--- src/rtl/wfrm_pkg.sv ---
// ----------------------------------------------------------------------------
// wfrm_pkg: shared types and constants of the windowed frame rate meter
// Holds the controller state type, the command and status structs between
// controller and datapath, register indexes and reset values.
// ----------------------------------------------------------------------------
`default_nettype none

package wfrm_pkg;

  localparam int WFRM_DEPTH_DEF = 16;

  localparam int TS_W    = 64;
  localparam int RATE_W  = 32;
  localparam int TOTAL_W = 48;
  localparam int CNT_W   = 16;
  localparam int CFG_W   = 16;
  localparam int CFG_IDX_W = 1;

  localparam int IN_DATA_W  = 64;
  localparam int OUT_DATA_W = 160;

  localparam logic [CFG_IDX_W-1:0] CFG_MIN_MAX_DELAY = 1'b0;
  localparam logic [CFG_IDX_W-1:0] CFG_RESTART_LIMIT = 1'b1;

  localparam logic [CFG_W-1:0] MIN_MAX_DELAY_RST = 16'd16;
  localparam logic [CFG_W-1:0] RESTART_LIMIT_RST = 16'd1000;

  // One second in microseconds scaled by 2^8 for the Q24.8 result
  localparam longint unsigned RATE_SCALE = 64'd256000000;

  typedef enum logic [2:0] {
    S_IDLE,
    S_DELTA,
    S_WSUM,
    S_DINIT,
    S_DIV,
    S_STATS
  } state_t;

  typedef struct packed {
    logic load;      // latch the input word
    logic delta;     // form the clamped delta
    logic wsum;      // update window sum and ring
    logic div_init;  // start the divider
    logic div_step;  // one divider bit
    logic stats;     // update statistics and result register
  } ctrl_cmd_t;

  typedef struct packed {
    logic div_last;
  } dp_status_t;

endpackage

`default_nettype wire

--- src/rtl/windowed_frame_rate_meter.sv ---
// ----------------------------------------------------------------------------
// windowed_frame_rate_meter: moving-average frame rate with min, max and sum
// Takes one timestamp per frame and returns the windowed rate and statistics.
// ----------------------------------------------------------------------------
// Each frame passes through intake, delta, window update, divider start, the
// bit-serial restoring divider and statistics before the next one is taken.
// The divider makes one quotient bit per cycle over NUM_W bits, where NUM_W
// is the bit length of WINDOW_DEPTH * 256000000 (32 at the default depth of
// 16). A result waits in an output register, and the next frame is taken
// while it waits. That frame holds in its statistics step until the earlier
// result is read. The delta ring lives in a RAM. Entries not yet written
// since reset read as zero through a fill flag, so no clearing pass runs
// after reset.
`default_nettype none

module windowed_frame_rate_meter
  import wfrm_pkg::*;
#(
  parameter int WINDOW_DEPTH = WFRM_DEPTH_DEF
) (
  input  wire logic                  clk,
  input  wire logic                  rst_n,
  input  wire logic                  in_tvalid,
  output logic                       in_tready,
  input  wire logic [IN_DATA_W-1:0]  in_tdata,   // [63:0] timestamp_us
  output logic                       out_tvalid,
  input  wire logic                  out_tready,
  // [31:0] frame_rate, [63:32] min_rate, [95:64] max_rate,
  // [143:96] rate_sum, [159:144] frames_counted
  output logic      [OUT_DATA_W-1:0] out_tdata,
  input  wire logic                  cfg_we,
  input  wire logic [CFG_IDX_W-1:0]  cfg_index,
  input  wire logic [CFG_W-1:0]      cfg_wdata
);

  ctrl_cmd_t  cmd;
  dp_status_t status;

  wfrm_ctrl u_ctrl (
    .clk        (clk),
    .rst_n      (rst_n),
    .in_tvalid  (in_tvalid),
    .in_tready  (in_tready),
    .out_tvalid (out_tvalid),
    .out_tready (out_tready),
    .status     (status),
    .cmd        (cmd)
  );

  wfrm_dp #(
    .WINDOW_DEPTH (WINDOW_DEPTH)
  ) u_dp (
    .clk       (clk),
    .rst_n     (rst_n),
    .cmd       (cmd),
    .status    (status),
    .in_data   (in_tdata),
    .cfg_we    (cfg_we),
    .cfg_index (cfg_index),
    .cfg_wdata (cfg_wdata),
    .out_data  (out_tdata)
  );

`ifndef SYNTHESIS
  // busy right after a word is taken
  a_busy_after_accept: assert property (@(posedge clk) disable iff (!rst_n)
    (in_tvalid && in_tready) |=> !in_tready)
    else $error("input accepted twice in a row");

  // a result appears only from a statistics update
  a_valid_from_stats: assert property (@(posedge clk) disable iff (!rst_n)
    $rose(out_tvalid) |-> $past(cmd.stats))
    else $error("result valid without statistics update");

  a_stats_sets_valid: assert property (@(posedge clk) disable iff (!rst_n)
    cmd.stats |=> out_tvalid)
    else $error("statistics update lost its result");

  // never more than one controller action at once
  a_cmd_onehot: assert property (@(posedge clk) disable iff (!rst_n)
    $onehot0(cmd))
    else $error("conflicting datapath commands");
`endif

endmodule

`default_nettype wire

--- src/rtl/wfrm_ram.sv ---
// ----------------------------------------------------------------------------
// wfrm_ram: generic single-write, single-read RAM
// One write port and one read port, read data registered.
// ----------------------------------------------------------------------------
`default_nettype none

module wfrm_ram #(
  parameter int WIDTH = 32,
  parameter int DEPTH = 16,
  localparam int AW = (DEPTH > 1) ? $clog2(DEPTH) : 1
) (
  input  wire logic             clk,
  input  wire logic             we,
  input  wire logic [AW-1:0]    waddr,
  input  wire logic [WIDTH-1:0] wdata,
  input  wire logic [AW-1:0]    raddr,
  output logic      [WIDTH-1:0] rdata
);

  logic [WIDTH-1:0] mem [DEPTH];
  logic [WIDTH-1:0] rdata_r;

  always_ff @(posedge clk) begin
    if (we) begin
      mem[waddr] <= wdata;
    end
    rdata_r <= mem[raddr];
  end

  assign rdata = rdata_r;

endmodule

`default_nettype wire

--- src/rtl/wfrm_dp.sv ---
// ----------------------------------------------------------------------------
// wfrm_dp: datapath of the windowed frame rate meter
// Delta ring, window sum, bit-serial divider, statistics and result register.
// ----------------------------------------------------------------------------
`default_nettype none

module wfrm_dp
  import wfrm_pkg::*;
#(
  parameter int WINDOW_DEPTH = WFRM_DEPTH_DEF
) (
  input  wire logic                  clk,
  input  wire logic                  rst_n,
  input  wire ctrl_cmd_t             cmd,
  output dp_status_t                 status,
  input  wire logic [IN_DATA_W-1:0]  in_data,
  input  wire logic                  cfg_we,
  input  wire logic [CFG_IDX_W-1:0]  cfg_index,
  input  wire logic [CFG_W-1:0]      cfg_wdata,
  output logic      [OUT_DATA_W-1:0] out_data
);

  localparam int AW    = $clog2(WINDOW_DEPTH);
  localparam int SUM_W = RATE_W + AW;
  localparam longint unsigned RATE_NUM = longint'(WINDOW_DEPTH) * RATE_SCALE;
  localparam int NUM_W = $clog2(RATE_NUM + 1);
  localparam int DC_W  = $clog2(NUM_W);
  localparam logic [NUM_W-1:0] NUM_INIT = NUM_W'(RATE_NUM);

  // configuration
  logic [CFG_W-1:0] delay_r, limit_r;

  always_ff @(posedge clk) begin
    if (!rst_n) begin
      delay_r <= MIN_MAX_DELAY_RST;
      limit_r <= RESTART_LIMIT_RST;
    end else if (cfg_we) begin
      case (cfg_index)
        CFG_MIN_MAX_DELAY: delay_r <= cfg_wdata;
        CFG_RESTART_LIMIT: limit_r <= cfg_wdata;
        default: ;
      endcase
    end
  end

  // delta stage
  logic [TS_W-1:0]   ts_r, prev_r;
  logic [RATE_W-1:0] delta_r;
  logic [TS_W-1:0]   diff;

  assign diff = ts_r - prev_r;

  always_ff @(posedge clk) begin
    if (cmd.load) begin
      ts_r <= in_data[TS_W-1:0];
    end
    if (cmd.delta) begin
      if (ts_r < prev_r) begin
        delta_r <= '0;
      end else if (|diff[TS_W-1:RATE_W]) begin
        delta_r <= '1;
      end else begin
        delta_r <= diff[RATE_W-1:0];
      end
    end
  end

  always_ff @(posedge clk) begin
    if (!rst_n) begin
      prev_r <= '0;
    end else if (cmd.delta) begin
      prev_r <= ts_r;
    end
  end

  // ring and window sum; entries not yet written read as zero
  logic [AW-1:0]     pos_r;
  logic              filled_r;
  logic [SUM_W-1:0]  ws_r;
  logic [RATE_W-1:0] ram_rdata;
  logic [RATE_W-1:0] old_delta;
  logic              pos_wrap;

  assign old_delta = filled_r ? ram_rdata : '0;
  assign pos_wrap  = (pos_r == AW'(WINDOW_DEPTH - 1));

  wfrm_ram #(
    .WIDTH (RATE_W),
    .DEPTH (WINDOW_DEPTH)
  ) u_ring (
    .clk   (clk),
    .we    (cmd.wsum),
    .waddr (pos_r),
    .wdata (delta_r),
    .raddr (pos_r),
    .rdata (ram_rdata)
  );

  always_ff @(posedge clk) begin
    if (!rst_n) begin
      pos_r    <= '0;
      filled_r <= 1'b0;
      ws_r     <= '0;
    end else if (cmd.wsum) begin
      ws_r  <= ws_r - SUM_W'(old_delta) + SUM_W'(delta_r);
      pos_r <= pos_wrap ? '0 : pos_r + AW'(1);
      if (pos_wrap) begin
        filled_r <= 1'b1;
      end
    end
  end

  // restoring divider, one quotient bit per cycle
  logic [NUM_W-1:0] num_r, quot_r;
  logic [SUM_W-1:0] rem_r;
  logic [DC_W-1:0]  dcnt_r;
  logic [SUM_W:0]   trial;
  logic             fits;

  assign trial = {rem_r, num_r[NUM_W-1]};
  assign fits  = (trial >= {1'b0, ws_r});
  assign status.div_last = (dcnt_r == '0);

  always_ff @(posedge clk) begin
    if (cmd.div_init) begin
      num_r  <= NUM_INIT;
      rem_r  <= '0;
      quot_r <= '0;
      dcnt_r <= DC_W'(NUM_W - 1);
    end else if (cmd.div_step) begin
      num_r  <= {num_r[NUM_W-2:0], 1'b0};
      rem_r  <= fits ? SUM_W'(trial - {1'b0, ws_r}) : SUM_W'(trial);
      quot_r <= {quot_r[NUM_W-2:0], fits};
      dcnt_r <= dcnt_r - DC_W'(1);
    end
  end

  // statistics
  logic [RATE_W-1:0]  rate;
  logic [TOTAL_W:0]   total_sum;
  logic [TOTAL_W-1:0] total_upd;
  logic [RATE_W-1:0]  low_upd, high_upd;
  logic [CNT_W:0]     next_cnt;
  logic               track, clr;

  logic [TOTAL_W-1:0] total_r;
  logic [CNT_W-1:0]   count_r;
  logic [RATE_W-1:0]  low_r, high_r;
  logic [OUT_DATA_W-1:0] out_data_r;

  always_comb begin
    if (ws_r == '0 || |(quot_r >> RATE_W)) begin
      rate = '1;
    end else begin
      rate = RATE_W'(quot_r);
    end
    total_sum = {1'b0, total_r} + (TOTAL_W + 1)'(rate);
    total_upd = total_sum[TOTAL_W] ? '1 : total_sum[TOTAL_W-1:0];
    track     = (count_r > delay_r);
    high_upd  = (track && rate > high_r) ? rate : high_r;
    low_upd   = (track && rate < low_r) ? rate : low_r;
    next_cnt  = {1'b0, count_r} + (CNT_W + 1)'(1);
    clr       = (next_cnt > {1'b0, limit_r});
  end

  always_ff @(posedge clk) begin
    if (!rst_n) begin
      total_r <= '0;
      count_r <= '0;
      low_r   <= '1;
      high_r  <= '0;
    end else if (cmd.stats) begin
      if (clr) begin
        total_r <= '0;
        count_r <= '0;
        low_r   <= '1;
        high_r  <= '0;
      end else begin
        total_r <= total_upd;
        count_r <= next_cnt[CNT_W-1:0];
        low_r   <= low_upd;
        high_r  <= high_upd;
      end
    end
  end

  always_ff @(posedge clk) begin
    if (cmd.stats) begin
      if (clr) begin
        out_data_r <= {{CNT_W{1'b0}}, {TOTAL_W{1'b0}}, {RATE_W{1'b0}},
                       {RATE_W{1'b1}}, rate};
      end else begin
        out_data_r <= {next_cnt[CNT_W-1:0], total_upd, high_upd, low_upd, rate};
      end
    end
  end

  assign out_data = out_data_r;

endmodule

`default_nettype wire

--- src/rtl/wfrm_ctrl.sv ---
// ----------------------------------------------------------------------------
// wfrm_ctrl: controller of the windowed frame rate meter
// Sequences one frame through delta, window update, division and statistics,
// and owns the handshakes of both channels.
// ----------------------------------------------------------------------------
`default_nettype none

module wfrm_ctrl
  import wfrm_pkg::*;
(
  input  wire logic       clk,
  input  wire logic       rst_n,
  input  wire logic       in_tvalid,
  output logic            in_tready,
  output logic            out_tvalid,
  input  wire logic       out_tready,
  input  wire dp_status_t status,
  output ctrl_cmd_t       cmd
);

  state_t state_r, state_nxt;
  logic   out_valid_r, out_valid_nxt;

  always_ff @(posedge clk) begin
    if (!rst_n) begin
      state_r     <= S_IDLE;
      out_valid_r <= 1'b0;
    end else begin
      state_r     <= state_nxt;
      out_valid_r <= out_valid_nxt;
    end
  end

  always_comb begin
    state_nxt     = state_r;
    out_valid_nxt = out_valid_r & ~out_tready;
    cmd           = '0;
    in_tready     = 1'b0;
    case (state_r)
      S_IDLE: begin
        in_tready = 1'b1;
        if (in_tvalid) begin
          cmd.load  = 1'b1;
          state_nxt = S_DELTA;
        end
      end
      S_DELTA: begin
        cmd.delta = 1'b1;
        state_nxt = S_WSUM;
      end
      S_WSUM: begin
        cmd.wsum  = 1'b1;
        state_nxt = S_DINIT;
      end
      S_DINIT: begin
        cmd.div_init = 1'b1;
        state_nxt    = S_DIV;
      end
      S_DIV: begin
        cmd.div_step = 1'b1;
        if (status.div_last) begin
          state_nxt = S_STATS;
        end
      end
      S_STATS: begin
        // hold until the result register is free
        if (!out_valid_r || out_tready) begin
          cmd.stats     = 1'b1;
          out_valid_nxt = 1'b1;
          state_nxt     = S_IDLE;
        end
      end
      default: begin
        state_nxt = S_IDLE;
      end
    endcase
  end

  assign out_tvalid = out_valid_r;

endmodule

`default_nettype wire

--- config.mk ---
export PLATFORM = sky130hd
export DESIGN_NAME = windowed_frame_rate_meter
export DESIGN_NICKNAME = d
export VERILOG_FILES = /design/src/rtl/wfrm_pkg.sv /design/src/rtl/windowed_frame_rate_meter.sv /design/src/rtl/wfrm_ram.sv /design/src/rtl/wfrm_dp.sv /design/src/rtl/wfrm_ctrl.sv
export SDC_FILE = /design/constraint.sdc
export NUM_CORES = 2
export LEC_CHECK = 0
export BUFFER_PORTS_ARGS = -buffer_cell sky130_fd_sc_hd__buf_2
export CAP_MARGIN = 10
export CORE_MARGIN = 2
export CORE_UTILIZATION = 40
export CTS_BUF_LIST = sky130_fd_sc_hd__clkbuf_8
export DETAILED_ROUTE_END_ITERATION = 7
export SLEW_MARGIN = 25
export SYNTH_ARGS = -nofsm -noshare
export SYNTH_HDL_FRONTEND = slang
export SYNTH_HIERARCHICAL = 1
export SYNTH_SLANG_ARGS = --single-unit
--- constraint.sdc ---
create_clock -name clk -period 28.9 [get_ports clk]
set_input_delay 1.445 -clock clk [delete_from_list [all_inputs] [get_ports clk]]
set_output_delay 1.445 -clock clk [all_outputs]
set_load 0.01 [all_outputs]
==> Yosys cells after proc, flatten, opt, wreduce, memory -nomap -nowiden <==
Memory sizes are Yosys's and may differ from the RTL's. A register that Yosys moved wholly into a read port is not among the register bits.
Cells that the tools add are included.
{ "totals": {"in_bits": 86, "mem_bits_rw": 512, "memories": 1, "output_inout_bits": 162, "reg_bits": 612} }
{ "op_classes": {"n_bitwise": 3, "addsub": 8, "n_mux": 29, "eq_ne": 9, "magnitude_cmp": 6, "n_reduce_logical": 12} }
{ "mem_list": {"columns": ["memory", "depth", "width", "rd", "rd_ports_with_merged_regs", "wr", "line_no", "text"], "rows": [
  ["u_dp.u_ring.mem", 16, 32, 1, 1, 1, "wfrm_ram.sv:20", "logic [WIDTH-1:0] mem [DEPTH];"]
]} }
{ "ops": {"columns": ["cell", "n"], "rows": [
  ["two-way mux 32 bit", 7],
  ["two-way mux 48 bit", 2],
  ["less-than comparator 64 bit", 1],
  ["subtractor 64 bit", 1],
  ["adder 48 x 32 -> 49 bit", 1],
  [">= comparator 37 x 36 -> 1 bit", 1],
  ["adder 36 x 32 -> 36 bit", 1],
  ["zero test 36 bit", 1],
  ["two-way mux 36 bit", 1],
  ["subtractor 36 x 32 -> 36 bit", 1],
  ["subtractor 36 bit", 1],
  ["> comparator 32 bit", 1],
  ["less-than comparator 32 bit", 1],
  ["OR reduction 32 bit", 1],
  ["case mux 3 bit (6 select lines)", 1],
  ["adder 16 x 1 -> 17 bit (second input constant)", 1],
  ["> comparator 17 x 16 -> 1 bit", 1],
  ["> comparator 16 bit", 1],
  ["two-way mux 16 bit", 1],
  ["two-way mux 1 bit", 13],
  ["two-way mux 3 bit", 3],
  ["== test 3 x 2 -> 1 bit (second input constant)", 2],
  ["== test 3 bit (second input constant)", 2],
  ["AND reduction 2 bit", 3],
  ["15 further kinds", 18]
]} }

==> Depth between registers and ports, before layout <==
{ "logic_depth": {"depth_word": 6, "ltp_mapped": 23} }

==> By module <==
Netlist, hierarchy kept.
{ "by_module_without_submodules": {"columns": ["mod", "cells_each", "seq_area_each_um2", "area_each_um2", "instances"], "rows": [
  ["wfrm_dp", 3816, 14734.1, 35636.7, 1],
  ["wfrm_ram", 838, 16015.4, 19835.3, 1],
  ["wfrm_ctrl", 28, 80.1, 247.7, 1]
]} }

==> Worst setup path before layout <==
OpenSTA, ideal clock, no wires.
{ "synth_timing": {"path_type": "input port to flip-flop", "from": "input out_tready", "to": "register u_dp.low_r[10]", "arrival_ns": 11.467, "setup_time_ns": 0.058, "path_stages": 8, "setup_slack_ns": 17.375, "cell_sequence": "nor2b_1 nor2_1 clkinv_1 nor3b_1 or4_1 clkbuf_1 clkbuf_1 o22a_1"} }
{ "synth_lines": {"columns": ["element", "line_no", "text"], "rows": [
  ["start, declared", "windowed_frame_rate_meter.sv:27", "input wire logic out_tready,"],
  ["end signal, assigned", "wfrm_dp.sv:181", "low_r <= low_upd;"],
  ["end, declared", "wfrm_dp.sv:148", "logic [RATE_W-1:0] low_r, high_r;"]
]} }

==> Worst setup path in the final report <==
{ "layout_timing": {"from": "register u_dp.ws_r[13]", "to": "register u_dp.total_r[41]"} }
{ "layout_via": {"elab_chain_len": 5} }
{ "layout_lines": {"columns": ["element", "line_no", "text"], "rows": [
  ["start, declared", "wfrm_dp.sv:79", "logic [SUM_W-1:0] ws_r;"],
  ["start signal, assigned", "wfrm_dp.sv:105", "ws_r <= ws_r - SUM_W'(old_delta) + SUM_W'(delta_r);"],
  ["zero test 36 bit", "wfrm_dp.sv:152", "if (ws_r == '0 || |(quot_r >> RATE_W)) begin"],
  ["two-way mux 32 bit", "wfrm_dp.sv:152", null],
  ["net u_dp.rate[0]", "wfrm_dp.sv:139", "logic [RATE_W-1:0] rate;"],
  ["adder 48 x 32 -> 49 bit", "wfrm_dp.sv:157", "total_sum = {1'b0, total_r} + (TOTAL_W + 1)'(rate);"],
  ["two-way mux 48 bit", "wfrm_dp.sv:158", "total_upd = total_sum[TOTAL_W] ? '1 : total_sum[TOTAL_W-1:0];"],
  ["two-way mux 48 bit", "wfrm_dp.sv:173", "if (clr) begin"],
  ["end signal, assigned", "wfrm_dp.sv:179", "total_r <= total_upd;"],
  ["end, declared", "wfrm_dp.sv:146", "logic [TOTAL_W-1:0] total_r;"]
]} }
The timed path passes the listed nets, and every way through them passes these cells.
A chain may end at the register's enable or synchronous reset.

==> impl_metrics.json <==
{
  "critical_path_class": "flop to flop",
  "power.density_cell_area_nw_per_um2": 76.4,
  "cp_max_fo": 33,
  "worst-slew-pin-transition_ns": 1.04,
  "clock_tree.htree_level_count": 4,
  "clock-sinks": 1156,
  "synth_sequential_area_ratio_pct": 55.3,
  "worst_reg2reg_path_endpoint": "u_dp/total_r[41]",
  "top_cell_type_by_total_area_after_synthesis": "sky130_fd_sc_hd__edfxtp_1",
  "rsz_0062_raised_after_global_routing": "no",
  "synthDominantCellAreaShare_pct": 41.4,
  "clkSlewWorstSetupHoldPaths_ns": 0.06,
  "mappedNetlistArea_um2": 55700,
  "root_buffer": "sky130_fd_sc_hd__clkbuf_8",
  "drcViolationCount": 0,
  "setup_tns_ns": 0,
  "tritoncts.num_buffers": 188,
  "capture_point_of_the_critical_path": "u_dp/total_r[41]",
  "timing.critical_path.from": "u_dp/ws_r[13]",
  "worst_setup_path_end_kind": "flop",
  "number_of_cell_instances_on_the_worst_register_to_register_path": 21,
  "share_of_final_layout_standard_cells_stronger_than_drive_strength_1_pct": 15.5,
  "synth_area_leaders": "sky130_fd_sc_hd__edfxtp_1 (41%), sky130_fd_sc_hd__dfxtp_1 (14%), sky130_fd_sc_hd__ha_1 (6.0%), sky130_fd_sc_hd__mux4_2 (5.2%), sky130_fd_sc_hd__mux2i_1 (3.6%)",
  "post_synth_inst_count": 4682,
  "clock_latency_at_the_later_pin_of_the_worst_skew_pair_ns": 0.91,
  "tritoncts": "yes",
  "final_net_count": 5358,
  "final.min_clock_period_ns": 6.39,
  "detailedRoute.firstPassIterationCount": 5,
  "die_height_um": 377,
  "clk_path_buf_depth": 3,
  "grt_use_total_pct": 20.2,
  "worst-endpoint-required_ns": 29.72,
  "synth_flop_cell": "sky130_fd_sc_hd__edfxtp_1",
  "core_area_um2": 138000,
  "cts_hold_repair.buffers": 0,
  "route.vias.total": 37625,
  "post-route-worst-setup-slack_ns": 22.51,
  "grt_max_degree": 169,
  "synth.most_common_cell": "sky130_fd_sc_hd__edfxtp_1",
  "first_global_vias": 36485,
  "gp_congestion": 0.869,
  "post-place-ws_ns": 22.46,
  "clock.fmax_mhz": 156,
  "die_x_um": 377,
  "worst_hold_path_type": "flop to flop",
  "post-place-cells": 6571,
  "io_buffers": 247,
  "final.period_utilization_pct": 22.1,
  "hp-start": "u_dp/limit_r[13]",
  "hold_violations": 0,
  "wl_per_cell_um": 21.0,
  "critical_path_arrival_ns": 7.21,
  "synth.net_count": 5072,
  "postRouteWirelength_mm": 146,
  "worst_hold_slack_ns": 0.454,
  "outcome": "completed",
  "yosys_reg_bits": 1156,
  "post-layout-total-power_mw": 4.80,
  "critical_path.startpoint_type": "flop",
  "postCtsResizedCells": 0,
  "syn-mean-instance-area_um2": 11.9,
  "cts_setup_buffers": 0,
  "detailedRoute.firstIterationViolations": 2921,
  "synth-async-reset-ratio_pct": 0,
  "floorplan.initialDensity_pct": 40.4,
  "worstReg2RegStart": "u_dp/ws_r[13]",
  "flow.area_growth_from_synthesis_pct": 12.7,
  "synth-edff-count": 768,
  "rows": 136,
  "report.final.slew_viol_count": 0,
  "clock_skew_ns": 0.0525,
  "stdcell_count": 6930,
  "synth.yosys.warnings": 6,
  "power.ir.vdd_worst_uv": 45.1,
  "cap_violations": 0,
  "io_pins": 248,
  "route.antenna.remaining_nets": 0,
  "final-setup-viol-count": 0,
  "max_slew_margin_pct": 30.8,
  "dieArea_um2": 142000,
  "grt_first_pass_wirelength_mm": 221,
  "grt_antenna_before_repair": 7,
  "grt_overflow": 0,
  "synthDistinctLibCells": 98,
  "dp.final_hpwl_mm": 98.4,
  "via_per_inst": 5.43,
  "synthTopCellsByCount": "sky130_fd_sc_hd__edfxtp_1 (768), sky130_fd_sc_hd__nor2_1 (431), sky130_fd_sc_hd__inv_1 (395)",
  "p_leak_nw": 23.8,
  "reg2reg_setup_slack_ns": 22.51
}
==> where the power goes <==
group	internal [mW]	switching, mW
Clock	0.714	0.671
Combinational	0.592	0.869
Sequential	1.88	0.0761
Total	3.18	1.62
==> state kept, by name, summed over array words and instances (netlist names) <==
signal	count
u_dp/high_r	32
u_dp/filled_r	1
u_dp/ws_r	36
u_ctrl/state_r	3
u_dp/out_data	160
u_dp/dcnt_r	5
u_dp/u_ring/mem	512
u_dp/num_r	14
u_ctrl/out_tvalid	1
u_dp/u_ring/rdata	32
u_dp/prev_r	64
u_dp/delay_r	16
u_dp/limit_r	16
u_dp/count_r	16
u_dp/rem_r	36
u_dp/ts_r	64
u_dp/delta_r	32
u_dp/total_r	48
u_dp/low_r	32
u_dp/quot_r	32
u_dp/pos_r	4
==> through the flow <==
stage	util [%]	cell area, um^2
finish	45.6	62800
global route	45.5	62800
CTS	45.5	62700
detailed placement	42.9	59100
global placement	42.8	59000
floorplan	-	55700
==> cell usage in the layout (no fill, tap or decap), types with 22 or more instances in the layout <==
cell type,instances
sky130_fd_sc_hd__a211oi_1,103
sky130_fd_sc_hd__a21o_1,92
sky130_fd_sc_hd__a21oi_1,252
sky130_fd_sc_hd__a21oi_2,22
sky130_fd_sc_hd__a22oi_1,64
sky130_fd_sc_hd__a31oi_1,23
sky130_fd_sc_hd__and2_1,51
sky130_fd_sc_hd__and3_1,41
sky130_fd_sc_hd__buf_2,247
sky130_fd_sc_hd__buf_4,50
sky130_fd_sc_hd__clkbuf_8,209
sky130_fd_sc_hd__clkinv_1,24
sky130_fd_sc_hd__clkinv_2,22
sky130_fd_sc_hd__dfxtp_1,386
sky130_fd_sc_hd__edfxtp_1,768
sky130_fd_sc_hd__fa_1,35
sky130_fd_sc_hd__ha_1,269
sky130_fd_sc_hd__inv_1,474
sky130_fd_sc_hd__mux2i_1,201
sky130_fd_sc_hd__mux4_2,128
sky130_fd_sc_hd__nand2_1,284
sky130_fd_sc_hd__nand2b_1,43
sky130_fd_sc_hd__nand3_1,64
sky130_fd_sc_hd__nand4_1,40
sky130_fd_sc_hd__nor2_1,415
sky130_fd_sc_hd__nor2b_1,28
sky130_fd_sc_hd__nor3_1,49
sky130_fd_sc_hd__o211ai_1,48
sky130_fd_sc_hd__o21a_1,53
sky130_fd_sc_hd__o21ai_0,109
sky130_fd_sc_hd__o22a_1,33
sky130_fd_sc_hd__o2bb2ai_1,35
sky130_fd_sc_hd__xnor2_1,102
sky130_fd_sc_hd__xor2_1,39
==> worst min-delay path by stage <==
stage	slack, ns	depth (start not counted)	end
4_1_cts	0.46	2	u_dp/limit_r[15]
2_1_floorplan	0.43	2	u_dp/num_r[18]
6_report	0.45	2	u_dp/limit_r[13]
3_5_place_dp	0.45	2	u_dp/limit_r[15]
5_1_grt	0.47	2	u_dp/delay_r[3]
3_3_place_gp	0.44	2	u_dp/limit_r[4]
==> metal layers <==
metal  track usage [%]  share of wire (%)  vias up
met5                 0              0.018        -
met4              5.99                2.3        4
met3              2.92                5.5      209
met2              32.5                 47     1044
met1              28.3                 46    18509
li1                  -                  -    17859
==> cell type report <==
class                   count  area, um^2
diodes                      7        17.5
flip-flops and latches   1156       30800
repair buffers            302        1720
fillers                 12535       75000
well taps                1794        2240
inverters                 398        1500
multi-input cells        2922       22800
clock buffers             209        2880
clock inverters           142         801
==> cells by family after synthesis <==
| family | after synthesis | synth area share [%] |
|---|---|---|
| muxes | 334 | 8.89 |
| adders and majority gates | 304 | 7.30 |
| and+or+nand+nor | 1132 | 9.42 |
| AOI/OAI and AO/OA | 1011 | 12.6 |
| buffers and inverters | 604 | 4.23 |
| DFF | 1156 | 55.3 |
| xor gates and xnor gates | 141 | 2.22 |
==> worst max-delay path, stage by stage (launching register included) <==
cell                        delay [ns]
sky130_fd_sc_hd__dfxtp_1          0.32
sky130_fd_sc_hd__nor4_1           0.53
sky130_fd_sc_hd__nand4_1          0.26
sky130_fd_sc_hd__nor3_2           0.21
sky130_fd_sc_hd__buf_4            0.41
sky130_fd_sc_hd__nor2_1           0.20
sky130_fd_sc_hd__inv_1            0.19
sky130_fd_sc_hd__nand2_1          0.09
sky130_fd_sc_hd__fa_1             0.42
sky130_fd_sc_hd__nor2b_1          0.21
sky130_fd_sc_hd__o31ai_2          0.12
sky130_fd_sc_hd__a211o_1          0.30
sky130_fd_sc_hd__a211oi_1         0.37
sky130_fd_sc_hd__a21oi_2          0.14
sky130_fd_sc_hd__a2111oi_1        0.45
sky130_fd_sc_hd__or3_1            0.23
sky130_fd_sc_hd__a221oi_2         0.13
sky130_fd_sc_hd__a211oi_4         0.59
sky130_fd_sc_hd__buf_4            0.44
sky130_fd_sc_hd__nor3_1           0.17
sky130_fd_sc_hd__a31o_2           0.32
sky130_fd_sc_hd__a211oi_1         0.21
No activity file was read; power rests on OpenSTA's default activity.
